$ cat config.mk
export PLATFORM = sky130hd
export DESIGN_NAME = p2d_div
export DESIGN_NICKNAME = d
export VERILOG_FILES = /design/src/rtl/core/p2d_pkg.sv /design/src/rtl/core/p2d_div.sv
export SDC_FILE = /design/constraint.sdc
export NUM_CORES = 1
export LEC_CHECK = 0
export BUFFER_PORTS_ARGS = -buffer_cell sky130_fd_sc_hd__buf_2
export CAP_MARGIN = 30
export CORE_ASPECT_RATIO = 0.5
export CORE_MARGIN = 4
export CORE_UTILIZATION = 45
export CTS_BUF_LIST = sky130_fd_sc_hd__clkbuf_8
export DETAILED_ROUTE_END_ITERATION = 16
export PLACE_DENSITY = 0.73
export REMOVE_ABC_BUFFERS = 1
export SLEW_MARGIN = 15
export SYNTH_ARGS = -nofsm -noshare
export SYNTH_HDL_FRONTEND = slang
export SYNTH_SLANG_ARGS = --single-unit
$ cat constraint.sdc
create_clock -name clk -period 2.84 [get_ports clk]
set_input_delay 0.142 -clock clk [delete_from_list [all_inputs] [get_ports clk]]
set_output_delay 0.142 -clock clk [all_outputs]
set_load 0.1 [all_outputs]
$ cat src/rtl/core/p2d_pkg.sv
`timescale 1ns / 1ps

package p2d_pkg;

  localparam int DEF_STORE_DEPTH = 4096;
  localparam int NUM_W = 25;
  localparam int DEN_W = 17;
  localparam int CFG_IDX_W = 3;
  localparam int CFG_DATA_W = 16;
  localparam int EMPTY_MAX_SEED = -129;

  typedef enum logic {
    OP_LOAD = 1'b0,
    OP_PULL = 1'b1
  } op_t;

  typedef enum logic {
    MODE_MAX = 1'b0,
    MODE_AVG = 1'b1
  } mode_t;

  typedef enum logic [CFG_IDX_W-1:0] {
    CFG_MODE     = 3'd0,
    CFG_CHANNELS = 3'd1,
    CFG_IN_SIZE  = 3'd2,
    CFG_OUT_SIZE = 3'd3,
    CFG_KERNEL   = 3'd4,
    CFG_STRIDE   = 3'd5,
    CFG_PAD      = 3'd6
  } cfg_idx_t;

  typedef struct packed {
    op_t              operation;
    logic signed [7:0] sample;
  } item_t;

  typedef struct packed {
    logic signed [7:0] value;
    logic              empty_window;
    logic              last;
  } result_t;

  typedef enum logic [4:0] {
    S_IDLE,
    S_TOT1,
    S_TOT2,
    S_CHECK,
    S_DIVA,
    S_DIVB,
    S_DIVC,
    S_DIVD,
    S_WIN1,
    S_WIN2,
    S_WIN3,
    S_WIN4,
    S_ADDR,
    S_SCAN,
    S_DRAIN,
    S_AVG,
    S_FIN
  } state_t;

endpackage

$ cat src/rtl/core/p2d_div.sv
`timescale 1ns / 1ps

module p2d_div #(
  parameter int NW = p2d_pkg::NUM_W,
  parameter int DW = p2d_pkg::DEN_W
) (
  input  logic          clk,
  input  logic          rst,
  input  logic          start,
  input  logic [NW-1:0] num,
  input  logic [DW-1:0] den,
  output logic          done,
  output logic [NW-1:0] quot,
  output logic [DW-1:0] rem
);
  import p2d_pkg::*;

  localparam int CW = $clog2(NW);

  logic          running;
  logic [CW-1:0] cnt;
  logic [NW-1:0] q;
  logic [DW-1:0] r;
  logic [DW:0]   rs;
  logic          ge;
  logic [DW-1:0] r_next;
  logic [NW-1:0] q_next;

  always_comb begin
    rs     = {r, q[NW-1]};
    ge     = rs >= {1'b0, den};
    r_next = ge ? DW'(rs - {1'b0, den}) : rs[DW-1:0];
    q_next = {q[NW-2:0], ge};
  end

  always_ff @(posedge clk) begin
    if (rst) begin
      running <= 1'b0;
      done    <= 1'b0;
      cnt     <= '0;
    end else begin
      done <= 1'b0;
      if (start) begin
        q       <= num;
        r       <= '0;
        cnt     <= '0;
        running <= 1'b1;
      end else if (running) begin
        q   <= q_next;
        r   <= r_next;
        cnt <= cnt + 1'b1;
        if (cnt == CW'(NW - 1)) begin
          running <= 1'b0;
          done    <= 1'b1;
        end
      end
    end
  end

  assign quot = q;
  assign rem  = r;

endmodule

# Word level (Yosys, flattened, before mapping)
# Index checks and enable logic that the tools add are counted.
# W data, S select, Z words.
[totals]
in_bits = 45
wordCells = 23
output_inout_bits = 43
reg_bits = 49
[op_classes]
magnitude_cmp = 1
n_bitwise = 2
addsub = 2
reduce_logical = 4
muxes = 8
n_eq_ne = 1
[op_table]
columns = ["op", "count"]
rows = [
  ["$mux W25", 2],
  ["$mux W17", 2],
  ["$ge A18 B17 Y1", 1],
  ["$sub A17 B17 Y17", 1],
  ["$add A5 B1 Y5 const B", 1],
  ["$eq A5 B5 Y1 const B", 1],
  ["$mux W1", 4],
  ["$reduce_or A3 Y1", 1],
  ["$not A1 Y1", 2],
  ["$reduce_and A2 Y1", 1],
  ["$reduce_bool A2 Y1", 1],
  ["$reduce_or A2 Y1", 1],
]

# Logic depth before layout (Yosys ltp)
[logic_depth]
ltp_word = 4
depth_mapped = 11
mapped_depth_nobuf = 10

# Worst setup path before layout
# Ideal clock, no wire load.
[synth_timing]
path_kind = "register -> register"
start = "reg q[24], in the netlist quot[24]"
end = "reg q[0], in the netlist quot[0] (data pin)"
path_slack_ns = -0.407
t_arrival_ns = 2.987
stages_incl_launch_ff = 11
synth_period_minus_slack_ns = 3.247
setup_ns = 0.260
n_path_buf = 1
required_ns = 2.580
cell_sequence = "edfxtp_1 > inv_1 > ha_1 > inv_1 > fa_1 > a211oi_1 > o21ai_1 > a21oi_1 > o21ai_2 > buf_2 > mux2_2"
[synth_between]
elab_chain_len = 3
[synth_lines]
columns = ["item", "line", "rtl"]
rows = [
  ["from (decl)", "p2d_div.sv:22", "logic [NW-1:0] q;"],
  ["from (signal assigned)", "p2d_div.sv:44", "q <= num;"],
  ["from (signal assigned)", "p2d_div.sv:49", "q <= q_next;"],
  ["$ge A18 B17 Y1", "p2d_div.sv:31", "ge = rs >= {1'b0, den};"],
  ["$mux W25", "p2d_div.sv:48", "end else if (running) begin"],
  ["$mux W25", "p2d_div.sv:43", "if (start) begin"],
]
# Every way passes these cells. The select of a mux whose other input is x is not followed.
# A chain may end at the register's enable or synchronous reset.

# Worst setup path after layout
[layout_timing]
start = "reg q[24], in the netlist quot[24]"
end = "reg r[16], in the netlist rem[16] (data pin)"
[layout_between]
elab_chain_len = 3
word_cells_on_any_way = 4
cone_classes = "add/sub (1); order compare (1); mux (2)"
[layout_lines]
columns = ["item", "line", "rtl"]
rows = [
  ["$sub A17 B17 Y17 or $ge A18 B17 Y1 (tied branches)", "p2d_div.sv:32, p2d_div.sv:31", ""],
  ["$mux W17 (*)", "p2d_div.sv:32", "r_next = ge ? DW'(rs - {1'b0, den}) : rs[DW-1:0];"],
  ["$mux W17 (*)", "p2d_div.sv:48", ""],
  ["to (signal assigned)", "p2d_div.sv:50", "r <= r_next;"],
  ["to (decl)", "p2d_div.sv:23", "logic [DW-1:0] r;"],
]
# Mark *: on every way between the ends. The rest lies on a longest branch, timed or not. The select of a mux whose other input is x is not followed.

==> results.yml <==
floorplanning:
  io-pin-count: 88
  dieHeight_um: 66.9
  starting_density_of_the_core_pct: 46.5
  core_region_area_um2: 6700
  die_width_um: 126
  rows: 21
  die_area_um2: 8410
critical_path:
  cp.arrival_ns: 2.90
  timing.critical_path.required_ns: 3.01
  slowest_stage: "sky130_fd_sc_hd__or4_1"
  cp_max_fo: 4
  critical-path-top-delay-family: "compound AO/OA/AOI/OAI gates"
  worst_path_largest_cell_delay_ns: 0.47
  timing_worst_setup_path_type: "register to register"
  sort_of_element_at_the_end_of_the_critical_path: "register"
  worst-path-buf-inv: 2
  timing.critical_path.cells: "inv_1, ha_1, inv_1, fa_2, a211oi_2, o211ai_1, and2_1, or4_1, a211o_2, a21oi_1"
  cp_common_cell: "sky130_fd_sc_hd__inv_1"
  worst_setup_path_start_kind: "register"
sta:
  minimum_hold_slack_ns: 0.131
  fmaxAchievable_ghz: 0.367
  timing_max_transition_violations_final: 0
  clock-skew-final_ns: 0.0109
  min_clock_period_post_route_ns: 2.73
  slew_headroom_pct: 60.2
  final_min_period_over_clock_period_pct: 96.0
  report.final.setup_viol: 0
  report.final.hold_viol_count: 0
  worst_pin_slew_ns: 0.590
power:
  power_density_nw_per_um2: 613
  power.net_switching_w: 0.000935
  leakage_nw: 1.67
  share_clk_of_total_power_pct: 23.0
  intPower_w: 0.00140
  p_comb_share_pct: 39.1
  p_sw_share_pct: 40.1
  seq_power_share_pct: 37.9
  ir_worst_vdd_mv: 0.298
logic_synthesis:
  edff_count_synth: 42
  synth_largest_area_cell: "sky130_fd_sc_hd__edfxtp_1"
  synth.most_common_cell: "sky130_fd_sc_hd__edfxtp_1"
  syn-instance-count: 290
  ys_async_sr_fraction_pct: 0
  ys_types: 52
  area_share_of_the_largest_cell_type_after_synthesis_pct: 40.4
  synth_warnings: 0
  netlist_top_cells_count: "sky130_fd_sc_hd__edfxtp_1, sky130_fd_sc_hd__mux2_2, sky130_fd_sc_hd__inv_1, sky130_fd_sc_hd__nor2_1, sky130_fd_sc_hd__ha_1"
  synth.area.top_cells: "sky130_fd_sc_hd__edfxtp_1, sky130_fd_sc_hd__mux2_2, sky130_fd_sc_hd__ha_1, sky130_fd_sc_hd__dfxtp_1, sky130_fd_sc_hd__mux2i_1"
  average_cell_area_after_synthesis_um2: 10.8
  seq_area_frac_synth_pct: 44.9
  synth_top_flop_cell: "sky130_fd_sc_hd__edfxtp_1"
  synth_area_um2: 3120
  ys_seq_elements: 49
drt:
  avgRoutedWirePerCell_um: 15.0
  drc: 0
  route.final.wire_length_mm: 7.06
  dr.pass1.iters: 4
  drtAntennaViolNets: 0
  drt_iter0_markers: 164
  route.detailed.vias_per_inst: 5.29
  num_vias: 2490
grt:
  globalRouteOverflowTotal: 0
  grt_usage_pct: 16.4
  grt_pass1_wl_mm: 11.2
  antenna_found_initial: 0
  grt_start_max_net_pins: 28
  grt_pass1_vias: 2502
placement:
  place.detailed.hpwl_mm: 5.36
  port_buffers: 87
  place.gp.congestion: 0.875
  dpl-instance-area_um2: 3660
clocking:
  worstSkewPairLatency_ns: 0.31
  h-tree-depth: 2
  worst_setup_hold_path_clk_slew_ns: 0.11
  cts_buffers: 5
  cts_num_sinks: 49
  ctsHoldBuffers: 0
  cts_max_path_buffers: 2
  cts_tree: "yes"
  cts_root_cell: "sky130_fd_sc_hd__clkbuf_8"
job:
  drv_cap: 0
layout:
  nNetsFinal: 443
  antennaDiodeCount: 0
  layout.cell_area.non_filler_um2: 3810
  layout-drive-gt1-share_pct: 36.4
  area_delta_synth_final_pct: 22.1
  postLayoutCoreUtil_pct: 56.8
status:
  outcome: "completed"
hold_path:
  worstHoldPathType: "input pin to register"
-- final timing paths --
| kind | from | endpoint | slack, ns | depth (start not counted) |
|---|---|---|---|---|
| worst min register to register | cnt[4]$_SDFFE_PP0P_ | cnt[4]$_SDFFE_PP0P_ | 0.55 | 2 |
| worst max register to register | quot[24]$_DFFE_PP_ | rem[16]$_SDFFCE_PP0P_ | 0.11 | 10 |
| worst max-delay path | quot[24]$_DFFE_PP_ | rem[16]$_SDFFCE_PP0P_ | 0.11 | 10 |
| worst min-delay path | num[23] | quot[23]$_DFFE_PP_ | 0.13 | 2 |
-- power groups by stage --
stage,registers (W),clock network [W],logic (W)
CTS,0.000884,0.000545,0.000904
floorplan,0.00124,0,0.000379
global route,0.000891,0.000577,0.000980
detailed placement,0.000901,0,0.000898
global placement,0.000898,0,0.000888
finish,0.000884,0.000536,0.000913
-- cells in the final DEF (no fill, tap or decap), types with 5 or more instances in the layout --
cell type / netlist / final
sky130_fd_sc_hd__a211oi_1: 7 / 6
sky130_fd_sc_hd__a21o_1: 6 / 6
sky130_fd_sc_hd__a21oi_1: 17 / 17
sky130_fd_sc_hd__buf_2: 6 / 87
sky130_fd_sc_hd__buf_4: 0 / 6
sky130_fd_sc_hd__clkbuf_8: 0 / 5
sky130_fd_sc_hd__dfxtp_1: 7 / 7
sky130_fd_sc_hd__edfxtp_1: 42 / 42
sky130_fd_sc_hd__ha_1: 19 / 19
sky130_fd_sc_hd__inv_1: 23 / 23
sky130_fd_sc_hd__mux2_2: 25 / 25
sky130_fd_sc_hd__mux2i_1: 12 / 12
sky130_fd_sc_hd__nand2_1: 14 / 14
sky130_fd_sc_hd__nand3_1: 5 / 5
sky130_fd_sc_hd__nor2_1: 23 / 22
sky130_fd_sc_hd__o21ai_0: 7 / 7
sky130_fd_sc_hd__xnor2_1: 8 / 8
sky130_fd_sc_hd__xor2_1: 6 / 6
-- registers in the layout, indices dropped and copies added (netlist names) --
signal	count
quot	25
rem	17
done	1
cnt	5
running	1
-- area by class of cell --
type | instances | area (µm²)
multi-input combinational | 205 | 1590
fill | 589 | 2890
clock buffer | 5 | 68.8
inverter | 23 | 86.3
clock inverter | 3 | 50.0
sequential | 49 | 1400
timing repair buffer | 94 | 495
tap | 92 | 115
-- metrics by stage --
| stage | cells | setup TNS (ns) | total power [W] | setup slack [ns] |
|---|---|---|---|---|
| finish | 471 | 0 | 0.00233 | 0.114 |
| global route | 471 | -0.0572 | 0.00245 | -0.0453 |
| CTS | 470 | -0.0902 | 0.00233 | -0.0399 |
| detailed placement | 462 | -0.00440 | 0.00180 | -0.00440 |
| global placement | 462 | 0 | 0.00179 | 0.106 |
| floorplan | 277 | -4.46 | 0.00162 | -0.324 |
-- layer usage --
metal / wire length (µm) / global-route usage (%) / share of wire, %
met5: 0 / 0 / 0
met4: 21 / 4.05 / 0.30
met3: 267 / 3.20 / 3.8
met2: 3710 / 31.8 / 53
met1: 3060 / 18.9 / 43
-- cell families (layout without fill, tap and decap cells) --
group	Yosys count	count (layout)	synth area share (%)
XOR/XNOR	14	14	3.93
AO/OA/AOI/OAI	63	63	14.0
multiplexers	37	37	12.9
adder cells (fa/ha/maj)	20	20	8.27
buffers and inverters	36	125	4.57
flip-flops	49	49	44.9
AND/OR/NAND/NOR	71	71	11.4
-- repair_timing --
| action | 4_1_cts | 5_1_grt |
|---|---|---|
| gates resized for setup | 0 | 2 |
| setup buffers | 0 | 0 |
| pin swaps | 0 | 1 |
| endpoints found under the setup margin | 5 | 14 |
| hold endpoints to repair | 0 | 0 |
Note: power is estimated with default switching activity, not from simulation.
